`src/hw/rtl/graph_degree_leaf_table_core_defines.svh`:
```
// assertion helpers for the degree and leaf table
// every use needs clk and arst_n in scope
`ifndef GRAPH_DEGREE_LEAF_TABLE_CORE_DEFINES_SVH
`define GRAPH_DEGREE_LEAF_TABLE_CORE_DEFINES_SVH

// consequent checked in the same cycle as the antecedent
`define GDLT_ASSERT_NOW(label, ante, cons, msg) \
	label: assert property (@(posedge clk) disable iff (!arst_n) (ante) |-> (cons)) \
		else $error(msg);

// consequent checked in the cycle after the antecedent
`define GDLT_ASSERT_NEXT(label, ante, cons, msg) \
	label: assert property (@(posedge clk) disable iff (!arst_n) (ante) |=> (cons)) \
		else $error(msg);

`endif

```
`src/hw/rtl/gdlt_pkg.sv`:
```
`timescale 1ns / 1ps

package gdlt_pkg;

	localparam int BUS_COUNT   = 32;
	localparam int MAX_RESULTS = 32;

	localparam int BUS_W  = 6;
	localparam int DEG_W  = 6;
	localparam int EDGE_W = 11;
	localparam int LEAF_W = 6;

	typedef enum logic [1:0] {
		OP_ADD    = 2'd0,
		OP_QUERY  = 2'd1,
		OP_REPORT = 2'd2,
		OP_CLEAR  = 2'd3
	} op_t;

	typedef enum logic [2:0] {
		S_IDLE,
		S_ADD_B,
		S_ADD_W,
		S_QRY,
		S_NONE,
		S_RPT
	} state_t;

endpackage

```
`src/hw/rtl/gdlt_if.sv`:
```
`timescale 1ns / 1ps

// command channel
interface gdlt_cmd_if;
	logic                        valid;
	logic                        ready;
	gdlt_pkg::op_t               operation;
	logic [gdlt_pkg::BUS_W-1:0]  from_bus;
	logic [gdlt_pkg::BUS_W-1:0]  to_bus;
	logic                        in_service;

	modport source (output valid, output operation, output from_bus, output to_bus,
		output in_service, input ready);
	modport sink (input valid, input operation, input from_bus, input to_bus,
		input in_service, output ready);
endinterface

// result channel
interface gdlt_res_if;
	logic                        valid;
	logic                        ready;
	logic [gdlt_pkg::BUS_W-1:0]  bus_number;
	logic [gdlt_pkg::DEG_W-1:0]  degree;
	logic [gdlt_pkg::EDGE_W-1:0] edge_count;
	logic [gdlt_pkg::LEAF_W-1:0] leaf_count;
	logic                        leaf_valid;
	logic                        last;

	modport source (output valid, output bus_number, output degree, output edge_count,
		output leaf_count, output leaf_valid, output last, input ready);
	modport sink (input valid, input bus_number, input degree, input edge_count,
		input leaf_count, input leaf_valid, input last, output ready);
endinterface

```
`src/hw/rtl/graph_degree_leaf_table_core.sv`:
```
`timescale 1ns / 1ps
// Undirected bus graph table: keeps one adjacency row and one 6-bit degree per bus
// (buses 1..BUS_COUNT) in a single RAM word, plus an edge count and a leaf count in
// flops. An add of a new branch reads the row of from_bus, writes it back while reading
// the row of to_bus, then writes that row; a duplicate add stops after the first read;
// an ignored add or a clear needs no RAM access; a query reads one entry and a report
// scans at most BUS_COUNT-1 buses; both wait on any stall on the result side. The scan
// reads one entry per cycle through the single RAM read port unless a result word stalls.
// After reset and after a clear the table is empty at once: per-bus valid flops make
// an unwritten entry read as zero, so there is no clearing pass. A report emits the
// lowest-numbered leaves (bus 2 and up, degree one), at most MAX_RESULTS of them,
// with last on the final one; an empty report gives one word with bus_number 0.
// Edge and leaf counts in a result word are those at the time of its command.

`include "graph_degree_leaf_table_core_defines.svh"

module graph_degree_leaf_table_core #(
	parameter int BUS_COUNT = gdlt_pkg::BUS_COUNT
) (
	input  logic        clk,
	input  logic        arst_n,
	gdlt_cmd_if.sink    cmd,
	gdlt_res_if.source  res
);

	localparam int IDX_W = (BUS_COUNT > 1) ? $clog2(BUS_COUNT) : 1;
	localparam int ENT_W = BUS_COUNT + gdlt_pkg::DEG_W;
	localparam logic [BUS_COUNT-1:0] ONE_ROW = 1;
	localparam logic [IDX_W-1:0] LAST_IDX = IDX_W'(BUS_COUNT - 1);
	localparam logic [gdlt_pkg::LEAF_W-1:0] MAX_EMIT = gdlt_pkg::LEAF_W'(gdlt_pkg::MAX_RESULTS);

	// bus number in 1..BUS_COUNT
	function automatic logic bus_ok(input logic [gdlt_pkg::BUS_W-1:0] b);
		return (b != '0) && ({1'b0, b} <= (gdlt_pkg::BUS_W + 1)'(BUS_COUNT));
	endfunction

	// state
	gdlt_pkg::state_t state_q, state_d;
	logic [BUS_COUNT-1:0]          vld_q;
	logic [gdlt_pkg::EDGE_W-1:0]   edge_q;
	logic [gdlt_pkg::LEAF_W-1:0]   leaf_q;
	logic [IDX_W-1:0]              scan_q;
	logic [gdlt_pkg::LEAF_W-1:0]   rem_q;
	logic                          rd_vld_q;

	// captured command
	logic [IDX_W-1:0]              idx_a_q, idx_b_q;
	logic                          qry_ok_q;
	logic [gdlt_pkg::BUS_W-1:0]    qry_bus_q;
	logic [gdlt_pkg::DEG_W-1:0]    deg_a_q;

	// result register
	logic                          res_vld_q;
	logic [gdlt_pkg::BUS_W-1:0]    res_bus_q;
	logic [gdlt_pkg::DEG_W-1:0]    res_deg_q;
	logic [gdlt_pkg::EDGE_W-1:0]   res_edge_q;
	logic [gdlt_pkg::LEAF_W-1:0]   res_leaf_q;
	logic                          res_leafv_q, res_last_q;

	// ram side
	logic                          ram_we, ram_re;
	logic [IDX_W-1:0]              ram_waddr, ram_raddr;
	logic [ENT_W-1:0]              ram_wdata, ram_rdata, ent;
	logic [BUS_COUNT-1:0]          ent_row;
	logic [gdlt_pkg::DEG_W-1:0]    ent_deg;

	// decode
	logic                          accept, out_free, add_ok, dup, ent_leaf;
	logic [gdlt_pkg::BUS_W-1:0]    fb_m1, tb_m1;
	logic [IDX_W-1:0]              fb_idx, tb_idx;

	// control from the output block
	logic                          do_clear, do_count, do_cap_a, do_start_rpt, do_scan;
	logic                          ld;
	logic [gdlt_pkg::BUS_W-1:0]    ld_bus;
	logic [gdlt_pkg::DEG_W-1:0]    ld_deg;
	logic                          ld_leafv, ld_last;

	// leaf count change on a new edge
	logic                          la_up, la_dn, lb_up, lb_dn;
	logic [gdlt_pkg::LEAF_W-1:0]   leaf_nx;

	gdlt_ram #(
		.WIDTH (ENT_W),
		.DEPTH (BUS_COUNT)
	) u_ram (
		.clk   (clk),
		.we    (ram_we),
		.waddr (ram_waddr),
		.wdata (ram_wdata),
		.re    (ram_re),
		.raddr (ram_raddr),
		.rdata (ram_rdata)
	);

	// entry never written since reset or clear reads as zero
	assign ent     = rd_vld_q ? ram_rdata : '0;
	assign ent_row = ent[ENT_W-1:gdlt_pkg::DEG_W];
	assign ent_deg = ent[gdlt_pkg::DEG_W-1:0];

	assign accept   = cmd.valid && cmd.ready;
	assign out_free = !res_vld_q || res.ready;

	assign fb_m1  = cmd.from_bus - gdlt_pkg::BUS_W'(1);
	assign tb_m1  = cmd.to_bus - gdlt_pkg::BUS_W'(1);
	assign fb_idx = fb_m1[IDX_W-1:0];
	assign tb_idx = tb_m1[IDX_W-1:0];
	assign add_ok = cmd.in_service && (cmd.from_bus != cmd.to_bus)
		&& bus_ok(cmd.from_bus) && bus_ok(cmd.to_bus);

	// branch already stored: row of bus a has the bit of bus b
	assign dup      = ent_row[idx_b_q];
	assign ent_leaf = (ent_deg == gdlt_pkg::DEG_W'(1));

	// bus 1 never counts as a leaf
	assign la_up = (idx_a_q != '0) && (deg_a_q == '0);
	assign la_dn = (idx_a_q != '0) && (deg_a_q == gdlt_pkg::DEG_W'(1));
	assign lb_up = (idx_b_q != '0) && (ent_deg == '0);
	assign lb_dn = (idx_b_q != '0) && (ent_deg == gdlt_pkg::DEG_W'(1));
	assign leaf_nx = leaf_q + gdlt_pkg::LEAF_W'(la_up) + gdlt_pkg::LEAF_W'(lb_up)
		- gdlt_pkg::LEAF_W'(la_dn) - gdlt_pkg::LEAF_W'(lb_dn);

	// next state
	always_comb begin
		state_d = state_q;
		unique case (state_q)
			gdlt_pkg::S_IDLE: begin
				if (accept) begin
					unique case (cmd.operation)
						gdlt_pkg::OP_ADD:    state_d = add_ok ? gdlt_pkg::S_ADD_B : gdlt_pkg::S_IDLE;
						gdlt_pkg::OP_QUERY:  state_d = gdlt_pkg::S_QRY;
						gdlt_pkg::OP_REPORT: state_d = (leaf_q == '0) ? gdlt_pkg::S_NONE
							: gdlt_pkg::S_RPT;
						gdlt_pkg::OP_CLEAR:  state_d = gdlt_pkg::S_IDLE;
						default:             state_d = gdlt_pkg::S_IDLE;
					endcase
				end
			end
			gdlt_pkg::S_ADD_B: state_d = dup ? gdlt_pkg::S_IDLE : gdlt_pkg::S_ADD_W;
			gdlt_pkg::S_ADD_W: state_d = gdlt_pkg::S_IDLE;
			gdlt_pkg::S_QRY, gdlt_pkg::S_NONE: begin
				if (out_free) begin
					state_d = gdlt_pkg::S_IDLE;
				end
			end
			gdlt_pkg::S_RPT: begin
				if (ent_leaf) begin
					// final emitted leaf, or end of the bus range
					if (out_free && ((rem_q == gdlt_pkg::LEAF_W'(1)) || (scan_q == LAST_IDX))) begin
						state_d = gdlt_pkg::S_IDLE;
					end
				end else if (scan_q == LAST_IDX) begin
					state_d = gdlt_pkg::S_IDLE;
				end
			end
			default: state_d = gdlt_pkg::S_IDLE;
		endcase
	end

	// outputs of the sequencer
	always_comb begin
		ram_we       = 1'b0;
		ram_waddr    = idx_a_q;
		ram_wdata    = '0;
		ram_re       = 1'b0;
		ram_raddr    = fb_idx;
		do_clear     = 1'b0;
		do_count     = 1'b0;
		do_cap_a     = 1'b0;
		do_start_rpt = 1'b0;
		do_scan      = 1'b0;
		ld           = 1'b0;
		ld_bus       = '0;
		ld_deg       = '0;
		ld_leafv     = 1'b0;
		ld_last      = 1'b1;
		unique case (state_q)
			gdlt_pkg::S_IDLE: begin
				if (accept) begin
					unique case (cmd.operation)
						gdlt_pkg::OP_ADD: begin
							ram_re    = add_ok;
							ram_raddr = fb_idx;
						end
						gdlt_pkg::OP_QUERY: begin
							ram_re    = bus_ok(cmd.from_bus);
							ram_raddr = fb_idx;
						end
						gdlt_pkg::OP_REPORT: begin
							// scan starts at bus 2
							ram_re       = (leaf_q != '0);
							ram_raddr    = IDX_W'(1);
							do_start_rpt = 1'b1;
						end
						gdlt_pkg::OP_CLEAR: do_clear = 1'b1;
						default: ;
					endcase
				end
			end
			gdlt_pkg::S_ADD_B: begin
				do_cap_a = 1'b1;
				if (!dup) begin
					ram_we    = 1'b1;
					ram_waddr = idx_a_q;
					ram_wdata = {ent_row | (ONE_ROW << idx_b_q), ent_deg + gdlt_pkg::DEG_W'(1)};
					ram_re    = 1'b1;
					ram_raddr = idx_b_q;
				end
			end
			gdlt_pkg::S_ADD_W: begin
				ram_we    = 1'b1;
				ram_waddr = idx_b_q;
				ram_wdata = {ent_row | (ONE_ROW << idx_a_q), ent_deg + gdlt_pkg::DEG_W'(1)};
				do_count  = 1'b1;
			end
			gdlt_pkg::S_QRY: begin
				ld     = out_free;
				ld_bus = qry_ok_q ? qry_bus_q : '0;
				ld_deg = qry_ok_q ? ent_deg : '0;
			end
			gdlt_pkg::S_NONE: begin
				ld = out_free;
			end
			gdlt_pkg::S_RPT: begin
				ld_bus   = gdlt_pkg::BUS_W'(scan_q) + gdlt_pkg::BUS_W'(1);
				ld_deg   = gdlt_pkg::DEG_W'(1);
				ld_leafv = 1'b1;
				ld_last  = (rem_q == gdlt_pkg::LEAF_W'(1));
				ram_raddr = scan_q + IDX_W'(1);
				if (ent_leaf) begin
					ld = out_free;
					if (out_free && (rem_q != gdlt_pkg::LEAF_W'(1)) && (scan_q != LAST_IDX)) begin
						ram_re  = 1'b1;
						do_scan = 1'b1;
					end
				end else if (scan_q != LAST_IDX) begin
					ram_re  = 1'b1;
					do_scan = 1'b1;
				end
			end
			default: ;
		endcase
	end

	assign cmd.ready = (state_q == gdlt_pkg::S_IDLE);

	// control registers
	always_ff @(posedge clk or negedge arst_n) begin
		if (!arst_n) begin
			state_q  <= gdlt_pkg::S_IDLE;
			vld_q    <= '0;
			edge_q   <= '0;
			leaf_q   <= '0;
			scan_q   <= '0;
			rem_q    <= '0;
			rd_vld_q <= 1'b0;
			res_vld_q <= 1'b0;
		end else begin
			state_q <= state_d;
			if (do_clear) begin
				vld_q  <= '0;
				edge_q <= '0;
				leaf_q <= '0;
			end else if (ram_we) begin
				vld_q[ram_waddr] <= 1'b1;
			end
			if (do_count) begin
				edge_q <= edge_q + gdlt_pkg::EDGE_W'(1);
				leaf_q <= leaf_nx;
			end
			if (ram_re) begin
				rd_vld_q <= vld_q[ram_raddr];
			end
			if (do_start_rpt) begin
				scan_q <= IDX_W'(1);
				rem_q  <= (leaf_q > MAX_EMIT) ? MAX_EMIT : leaf_q;
			end else if (do_scan) begin
				scan_q <= scan_q + IDX_W'(1);
			end
			if (ld && ld_leafv) begin
				rem_q <= rem_q - gdlt_pkg::LEAF_W'(1);
			end
			if (ld) begin
				res_vld_q <= 1'b1;
			end else if (res.ready) begin
				res_vld_q <= 1'b0;
			end
		end
	end

	// payload registers, counts frozen with the word so later commands cannot move them
	always_ff @(posedge clk) begin
		if (accept) begin
			idx_a_q   <= fb_idx;
			idx_b_q   <= tb_idx;
			qry_ok_q  <= bus_ok(cmd.from_bus);
			qry_bus_q <= cmd.from_bus;
		end
		if (do_cap_a) begin
			deg_a_q <= ent_deg;
		end
		if (ld) begin
			res_bus_q   <= ld_bus;
			res_deg_q   <= ld_deg;
			res_edge_q  <= edge_q;
			res_leaf_q  <= leaf_q;
			res_leafv_q <= ld_leafv;
			res_last_q  <= ld_last;
		end
	end

	assign res.valid      = res_vld_q;
	assign res.bus_number = res_bus_q;
	assign res.degree     = res_deg_q;
	assign res.edge_count = res_edge_q;
	assign res.leaf_count = res_leaf_q;
	assign res.leaf_valid = res_leafv_q;
	assign res.last       = res_last_q;

	// the two writes of one branch go to different rows, so no forwarding is needed
	`GDLT_ASSERT_NOW(a_add_rows_distinct, state_q == gdlt_pkg::S_ADD_W, idx_a_q != idx_b_q, "branch write-back hit the same row twice")
	// every new branch adds exactly one edge
	`GDLT_ASSERT_NEXT(a_edge_step, state_q == gdlt_pkg::S_ADD_W, edge_q == $past(edge_q) + gdlt_pkg::EDGE_W'(1), "edge count did not step by one")
	// a reported leaf has degree one and the leaf count is not empty
	`GDLT_ASSERT_NOW(a_leaf_word, res_vld_q && res_leafv_q, (res_deg_q == gdlt_pkg::DEG_W'(1)) && (res_leaf_q != '0), "leaf word inconsistent with counts")

endmodule

```
`src/hw/rtl/gdlt_ram.sv`:
```
`timescale 1ns / 1ps

// simple dual port ram, registered read
module gdlt_ram #(
	parameter int WIDTH = gdlt_pkg::BUS_COUNT + gdlt_pkg::DEG_W,
	parameter int DEPTH = gdlt_pkg::BUS_COUNT,
	localparam int AW = (DEPTH > 1) ? $clog2(DEPTH) : 1
) (
	input  logic             clk,
	input  logic             we,
	input  logic [AW-1:0]    waddr,
	input  logic [WIDTH-1:0] wdata,
	input  logic             re,
	input  logic [AW-1:0]    raddr,
	output logic [WIDTH-1:0] rdata
);

	logic [WIDTH-1:0] mem [DEPTH];

	always_ff @(posedge clk) begin
		if (we) begin
			mem[waddr] <= wdata;
		end
		if (re) begin
			rdata <= mem[raddr];
		end
	end

endmodule
```
`src/flat_wrapper.sv`:
```
// flat-port wrapper written by rule: the top's interface ports become plain ports
module graph_degree_leaf_table_core_flat 
#(
	parameter int BUS_COUNT = gdlt_pkg::BUS_COUNT
)
  (clk, arst_n, cmd_valid, cmd_operation, cmd_from_bus, cmd_to_bus, cmd_in_service, cmd_ready, res_valid, res_bus_number, res_degree, res_edge_count, res_leaf_count, res_leaf_valid, res_last, res_ready);
  gdlt_cmd_if cmd_i ();
  gdlt_res_if res_i ();
  input  logic clk;
  input  logic arst_n;
  input wire logic [$bits(cmd_i.valid)-1:0] cmd_valid;
  input wire logic [$bits(cmd_i.operation)-1:0] cmd_operation;
  input wire logic [$bits(cmd_i.from_bus)-1:0] cmd_from_bus;
  input wire logic [$bits(cmd_i.to_bus)-1:0] cmd_to_bus;
  input wire logic [$bits(cmd_i.in_service)-1:0] cmd_in_service;
  output wire logic [$bits(cmd_i.ready)-1:0] cmd_ready;
  output wire logic [$bits(res_i.valid)-1:0] res_valid;
  output wire logic [$bits(res_i.bus_number)-1:0] res_bus_number;
  output wire logic [$bits(res_i.degree)-1:0] res_degree;
  output wire logic [$bits(res_i.edge_count)-1:0] res_edge_count;
  output wire logic [$bits(res_i.leaf_count)-1:0] res_leaf_count;
  output wire logic [$bits(res_i.leaf_valid)-1:0] res_leaf_valid;
  output wire logic [$bits(res_i.last)-1:0] res_last;
  input wire logic [$bits(res_i.ready)-1:0] res_ready;
  assign cmd_i.valid = cmd_valid;
  assign cmd_i.operation = cmd_operation;
  assign cmd_i.from_bus = cmd_from_bus;
  assign cmd_i.to_bus = cmd_to_bus;
  assign cmd_i.in_service = cmd_in_service;
  assign cmd_ready = cmd_i.ready;
  assign res_valid = res_i.valid;
  assign res_bus_number = res_i.bus_number;
  assign res_degree = res_i.degree;
  assign res_edge_count = res_i.edge_count;
  assign res_leaf_count = res_i.leaf_count;
  assign res_leaf_valid = res_i.leaf_valid;
  assign res_last = res_i.last;
  assign res_i.ready = res_ready;
  graph_degree_leaf_table_core #(.BUS_COUNT(BUS_COUNT)) u_core (.clk(clk), .arst_n(arst_n), .cmd(cmd_i), .res(res_i));
endmodule
```
`config.mk`:
```
export PLATFORM = sky130hd
export DESIGN_NAME = graph_degree_leaf_table_core_flat
export DESIGN_NICKNAME = d
export VERILOG_FILES = /design/src/hw/rtl/gdlt_pkg.sv /design/src/hw/rtl/gdlt_if.sv /design/src/hw/rtl/graph_degree_leaf_table_core.sv /design/src/hw/rtl/gdlt_ram.sv /design/src/flat_wrapper.sv
export VERILOG_INCLUDE_DIRS = /design/src /design/src/hw/rtl
export SDC_FILE = /design/constraint.sdc
export NUM_CORES = 2
export LEC_CHECK = 0
export BUFFER_PORTS_ARGS = -buffer_cell sky130_fd_sc_hd__buf_2
export CAP_MARGIN = 10
export CELL_PAD_IN_SITES_DETAIL_PLACEMENT = 2
export CELL_PAD_IN_SITES_GLOBAL_PLACEMENT = 2
export CORE_MARGIN = 2
export CORE_UTILIZATION = 50
export CTS_BUF_LIST = sky130_fd_sc_hd__clkbuf_8
export DETAILED_ROUTE_END_ITERATION = 10
export PLACE_DENSITY_LB_ADDON = 0.1
export SLEW_MARGIN = 20
export SYNTH_ARGS = -nofsm -noshare
export SYNTH_HDL_FRONTEND = slang
export SYNTH_SLANG_ARGS = --single-unit
```
`constraint.sdc`:
```
create_clock -name clk -period 11.9 [get_ports clk]
set_input_delay 0.595 -clock clk [delete_from_list [all_inputs] [get_ports clk]]
set_output_delay 0.595 -clock clk [all_outputs]
set_load 0.03 [all_outputs]
```
Word level (Yosys, flattened, before mapping)
Memories as Yosys holds them, arrays and structs flattened. A register that Yosys moved wholly into a read port is not among the register bits.
Cells that the tools add are included.
- register bits after elaboration: 119
- memory bits (writable): 1216
- bits in latches: 0
- ROM bits: 0
- word-level logic and storage cells: 160
- output and inout bits: 33
- memories: 1
- memory list (memory ; words ; bits a word ; rd ports ; clocked after memory_dff ; write ports ; RTL line ; text):
    u_core.u_ram.mem ; 32 ; 38 ; 1 ; 1 ; 1 ; gdlt_ram.sv:18 ; logic [WIDTH-1:0] mem [DEPTH];
- equal/unequal tests: 19
- add/subtract/negate cells: 11
- multiply operators: 0
- muxes and demuxes: 63
- shift operators: 2
- $lt $le $gt $ge: 7
- bitwise gates (word level): 3
- divide/modulo/power cells: 0
- reductions and logical operators: 35
- operators by type and width (operator ; count):
    bitwise OR 32 bit ; 3
    two-way mux 38 bit ; 2
    case mux 38 bit (2 select lines) ; 1
    two-way mux 32 bit ; 2
    << shifter 1 x 5 -> 32 bit (first input constant) ; 2
    two-way mux 6 bit ; 7
    two-way mux 5 bit ; 6
    two-way mux 1 bit ; 25
    case mux 3 bit (4 select lines) ; 2
    case mux 6 bit (2 select lines) ; 2
    two-way mux 11 bit ; 2
    == test 6 x 1 -> 1 bit (second input constant) ; 3
    zero test 6 bit ; 3
    less-than comparator 5 x 6 -> 1 bit (second input constant) ; 3
    nonzero test 6 bit ; 3
    logical AND 1 bit ; 15
    two-way mux 3 bit ; 5
    case mux 5 bit (3 select lines) ; 1
    adder 6 x 1 -> 6 bit ; 2
    <= comparator 6 bit (second input constant) ; 2
    subtractor 6 x 1 -> 6 bit ; 2
    adder 11 x 1 -> 11 bit (second input constant) ; 1
    binary-select mux 1 bit (select 5 bit) ; 2
    nonzero test 2 bit ; 5
    other kinds (31) ; 39

Longest topological paths before layout
- depth in word-level cells: 9
- mapped depth: 17

Cells and area by module
A second synthesis with hierarchy kept.
- cell total of the unflattened synthesis: 3487
- area, all modules: 55907.4 um2
- modules (own cells, without submodules) (module ; area an instance (um2) ; sequential area each (um2) ; cells an instance ; instances):
    gdlt_ram ; 48541.6 ; 37656.1 ; 2675 ; 1
    graph_degree_leaf_table_core ; 7365.8 ; 3248.1 ; 812 ; 1

Least setup slack after synthesis
No wires, ideal clock.
- path kind: flip-flop to flip-flop
- start: register u_core.idx_b_q[0]
- end: memory u_core.u_ram.mem[10][0] (netlist name), enable pin
- arrival time: 3.867 ns
- clock period less this slack: 4.301 ns
- setup time: 0.435 ns
- cell stages (with the launch flop): 13
- path buffers: 4
- setup slack: 7.599 ns
- cell sequence: edfxtp_1 -> buf_4 -> nor2_2 -> buf_2 -> nand2_1 -> a31oi_1 -> a22oi_1 -> and2_1 -> buf_4 -> nor2_1 -> clkbuf_1 -> a22oi_1 -> nor2_1
- word-level cells in the longest chain between the ends: 6
- elaborated cells between the ends (all ways): 7
- classes of those cells: mux (7)
- RTL lines (element ; RTL line ; text):
    from (decl) ; graph_degree_leaf_table_core.sv:47 ; logic [IDX_W-1:0] idx_a_q, idx_b_q;
    from (signal assigned) ; graph_degree_leaf_table_core.sv:295 ; idx_b_q <= tb_idx;
    binary-select mux 1 bit (select 5 bit) ; graph_degree_leaf_table_core.sv:112 ; assign dup = ent_row[idx_b_q];
    two-way mux 1 bit (implied by the code) ; graph_degree_leaf_table_core.sv:112 ;
    two-way mux 1 bit ; graph_degree_leaf_table_core.sv:202 ; if (!dup) begin
    case mux 1 bit (2 select lines) ; graph_degree_leaf_table_core.sv:177 ; unique case (state_q)
    two-way mux 1 bit ; gdlt_ram.sv:21 ; if (we) begin
    two-way mux 1 bit (implied by the code) ; gdlt_ram.sv:22 ; mem[waddr] <= wdata;
    to (decl) ; gdlt_ram.sv:18 ;
Several ways; a longest one is shown, not always the timed one. The select of a mux whose other input is x is not followed.

Worst setup path after layout
- start: register u_core.rd_vld_q
- end: register u_core.u_ram.rdata[20], read port of u_core.u_ram.mem (data pin)
- word-level cells in the longest chain between the ends: 5
- elaborated cells between the ends (all ways): 9
- classes of those cells: eq/ne (1); mux (8)
- RTL lines (element ; RTL line ; text):
    from (decl) ; graph_degree_leaf_table_core.sv:44 ; logic rd_vld_q;
    from (signal assigned) ; graph_degree_leaf_table_core.sv:272 ; rd_vld_q <= vld_q[ram_raddr];
    two-way mux 38 bit (*) ; graph_degree_leaf_table_core.sv:97 ; assign ent = rd_vld_q ? ram_rdata : '0;
    binary-select mux 1 bit (select 5 bit) ; graph_degree_leaf_table_core.sv:112 ;
    two-way mux 1 bit (implied by the code) ; graph_degree_leaf_table_core.sv:112 ;
    two-way mux 5 bit or two-way mux 1 bit (tied branches) ; graph_degree_leaf_table_core.sv:202 ;
    case mux 5 bit (3 select lines) or case mux 1 bit (3 select lines) (tied branches) ; graph_degree_leaf_table_core.sv:177 ;
    to (decl) ; gdlt_ram.sv:15 ; output logic [WIDTH-1:0] rdata
Every way passes the cells marked *; elsewhere a longest branch is shown, timed or not. The select of a mux whose other input is x is not followed.
A chain may end at the register's enable or synchronous reset.

==> results.cfg <==
[run_status]
status = complete, no violations

[power_and_ir_drop]
power_w = 0.0153
worst_ir_drop_vdd_v = 0.000249
power_per_cell_area_nw_per_um2 = 243
p_leak_nw = 21.4

[die]
die_w_um = 340
die-area_um2 = 116000
ioPinCount = 52
initial_core_util_pct = 50.4
die_y_um = 340
placement_rows = 123
design.core.area_um2 = 112000

[setup_path]
cp-end-kind = flip-flop
worstPathMaxFanout = 67
timing.critical_path.required_ns = 12.69
worst_path_max_delay_cell = dfrtp_2
timing.critical_path.arrival_ns = 7.87
crit_top_cell = buf_4
start_kind = flip-flop
worstSetupPathType = reg2reg
crit_path_cell_trace = inv_1, a21oi_1, o211ai_1, a32oi_1, and2_1, a311o_2, buf_4, buf_4, a211oi_1, o311ai_0, and4_1
critical-path-max-stage-delay_ns = 1.05

[timing]
report.final.hold_viol_count = 0
setup_total_negative_slack_ns = 0
grt_setup_unrepaired = no
final.min_clock_period_ns = 7.07
slew_headroom_pct = 19.8
pins_over_their_slew_limit = 0
finalCritPeriodShare_pct = 59.4
setup-violations-final = 0
fin_worst_skew_ns = 0.0644
max_slew.worst_pin.slew_ns = 1.20
max_clock_freq_ghz = 0.141

[detailed_routing]
route.vias.total = 40847
number_of_search_and_repair_iterations_in_the_first_detailed_routing_pass = 6
wl_per_cell_um = 38.6
count_of_routing_violations_after_the_opening_detailed_route_iteration = 5532
avg_vias_per_cell = 6.82
drt_total_wl_mm = 231
final_antenna_net_count = 0
detail_route.drc_violations = 0

[logic_synthesis]
ys_types = 72
synth_largest_type_area_fraction_pct = 69.4
synth_top_cells_by_area = edfxtp_1 69%, nand2_1 4.7%, nand3_1 4.4%, a211oi_1 4.1%, and2_1 3.3%
synth_fp_nets = 4232
syn-instance-count = 4190
synth-edff-count = 1308
synth_flop_type = edfxtp_1
seq_area_frac_synth_pct = 72.3
ys_ff_latch = 1373
yosysWarnings = 0
synth_async_sr_flop_share_pct = 4.73
post_synth.cell_area_avg_um2 = 13.5
syn_area_um2 = 56600
synth_largest_area_cell = edfxtp_1

[global_routing]
grt_util_all_layers_pct = 39.6
grt_start_max_net_pins = 177
first_global_vias = 43743
antenna_found_initial = 9
grt_pass1_wl_mm = 328
overflow = 0

[placed_design]
dp_hpwl_mm = 115
portBuffers = 51
placer_congestion = 0.852

[final_layout]
multi_input_comb_area_um2 = 14700
most-common-layout-cells = 1308 x edfxtp_1, 707 x nand2_1, 495 x nand3_1
layout-drive-gt1-share_pct = 11.5
areaGrowthSynthToFinish_pct = 11.2
num-nets-final = 4333
fillCellCount = 10218
layout.cells.most_common = edfxtp_1
regArea_um2 = 40900

[clock_tree]
clk_pin_slew_ns = 0.07
cts_num_sinks = 1373
cts_inserted_buffers = 223
post_cts_hold_buffer_count = 7
insertion_delay_ns = 0.97
cts_resized = 0
postCtsSetupBuffers = 0
h_tree_depth_reported_by_cts = 4
master_cell_of_the_clock_root_buffer = clkbuf_8
ctsLongestPathBuffers = 3
tritoncts = yes

[min_path]
holdCritPathClass = in2reg

[job]
cap_viol_max_count = 0
-- cells in the mapped netlist (all sizes together), types with 11 or more instances --
| cell type | instances |
|---|---|
| dfrtp | 65 |
| buf | 199 |
| ha | 20 |
| xor2 | 15 |
| a211oi | 311 |
| nor3 | 12 |
| o221ai | 18 |
| nor2 | 152 |
| edfxtp | 1308 |
| o311ai | 156 |
| inv | 37 |
| o21ai | 39 |
| a22oi | 11 |
| a21oi | 35 |
| nand2 | 707 |
| and4 | 38 |
| mux2i | 13 |
| nand2b | 15 |
| and2 | 316 |
| clkbuf | 93 |
| nand3 | 496 |
-- routing by layer --
metal / routed length [um] / up-vias / global-route usage, %
met5: 49 / - / 0
met4: 13100 / 8 / 20.1
met3: 20400 / 776 / 8.61
met2: 112000 / 2541 / 64.9
met1: 85600 / 21414 / 49.8
li1: - / 16108 / -
-- path summary, 6_finish.rpt --
path	depth (start not counted)	slack, ns	startpoint	to
worst max-delay path	11	4.83	u_core.rd_vld_q	u_core.u_ram.rdata[20]
worst min-delay path	2	0.08	cmd_to_bus[4]	u_core.idx_b_q[4]
worst max register to register	11	4.83	u_core.rd_vld_q	u_core.u_ram.rdata[20]
worst min register to register	0	0.48	u_core.edge_q[10]	u_core.res.edge_count[10]
max in group asynchronous	3	10.64	arst_n	u_core.rd_vld_q
min in group asynchronous	3	0.49	arst_n	u_core.edge_q[4]
-- per-stage QoR --
stage / area (um2) / worst slack, ns / hold WS [ns] / util (%) / instances
2_1_floorplan: 56600 / 7.60 / 0.299 / - / 4190
6_report: 62900 / 4.83 / 0.0811 / 56.0 / 5985
3_5_place_dp: 58700 / 5.40 / 0.469 / 52.3 / 5557
4_1_cts: 62900 / 5.19 / 0.0137 / 55.9 / 5980
5_1_grt: 62900 / 4.71 / 0.0465 / 56.0 / 5984
3_3_place_gp: 58700 / 5.83 / 0.464 / 52.2 / 5554
-- worst max-delay path: cells and delay by family (launching register included) --
family	cells	cell delay, ns
AND/OR/NAND/NOR	2	0.80
buffers and inverters	3	1.91
flip-flops	1	1.05
AO/OA/AOI/OAI	6	3.01
-- sequential cells by signal, indices dropped and copies added (netlist names), 3 cells and up --
| name | flops |
|---|---|
| u_core.res.leaf_count | 6 |
| u_core.scan_q | 5 |
| u_core.rem_q | 6 |
| u_core.res.edge_count | 11 |
| u_core.deg_a_q | 6 |
| u_core.leaf_q | 6 |
| u_core.idx_a_q | 5 |
| u_core.res.bus_number | 6 |
| u_core.qry_bus_q | 6 |
| u_core.u_ram.mem | 1216 |
| u_core.res.degree | 6 |
| u_core.u_ram.rdata | 38 |
| u_core.vld_q | 32 |
| u_core.edge_q | 11 |
| u_core.idx_b_q | 5 |
| u_core.state_q | 3 |
-- logic make-up after synthesis --
kind of cell,synth area share (%)
xor+xnor,0.372
fa+ha+maj,0.549
buf+inv,2.66
simple gates,15.1
flops,72.3
mux,0.409
compound gates,8.63
-- power by group --
group / internal [W] / switching [W]
combinational: 0.00137 / 0.00391
clock: 0.00187 / 0.00211
sequential: 0.00571 / 0.000303
total: 0.00896 / 0.00633
-- area by class of cell --
class                   count  share of cell area (%)
clock buffers             233                    5.10
well taps                1500                    2.98
clock inverters           183                    1.34
repair buffers            168                    2.04
multi-input cells        2488                    23.3
diodes                      3                  0.0119
flip-flops and latches   1373                    65.0
inverters                  37                   0.221
No activity file was read; power rests on OpenSTA's default activity.
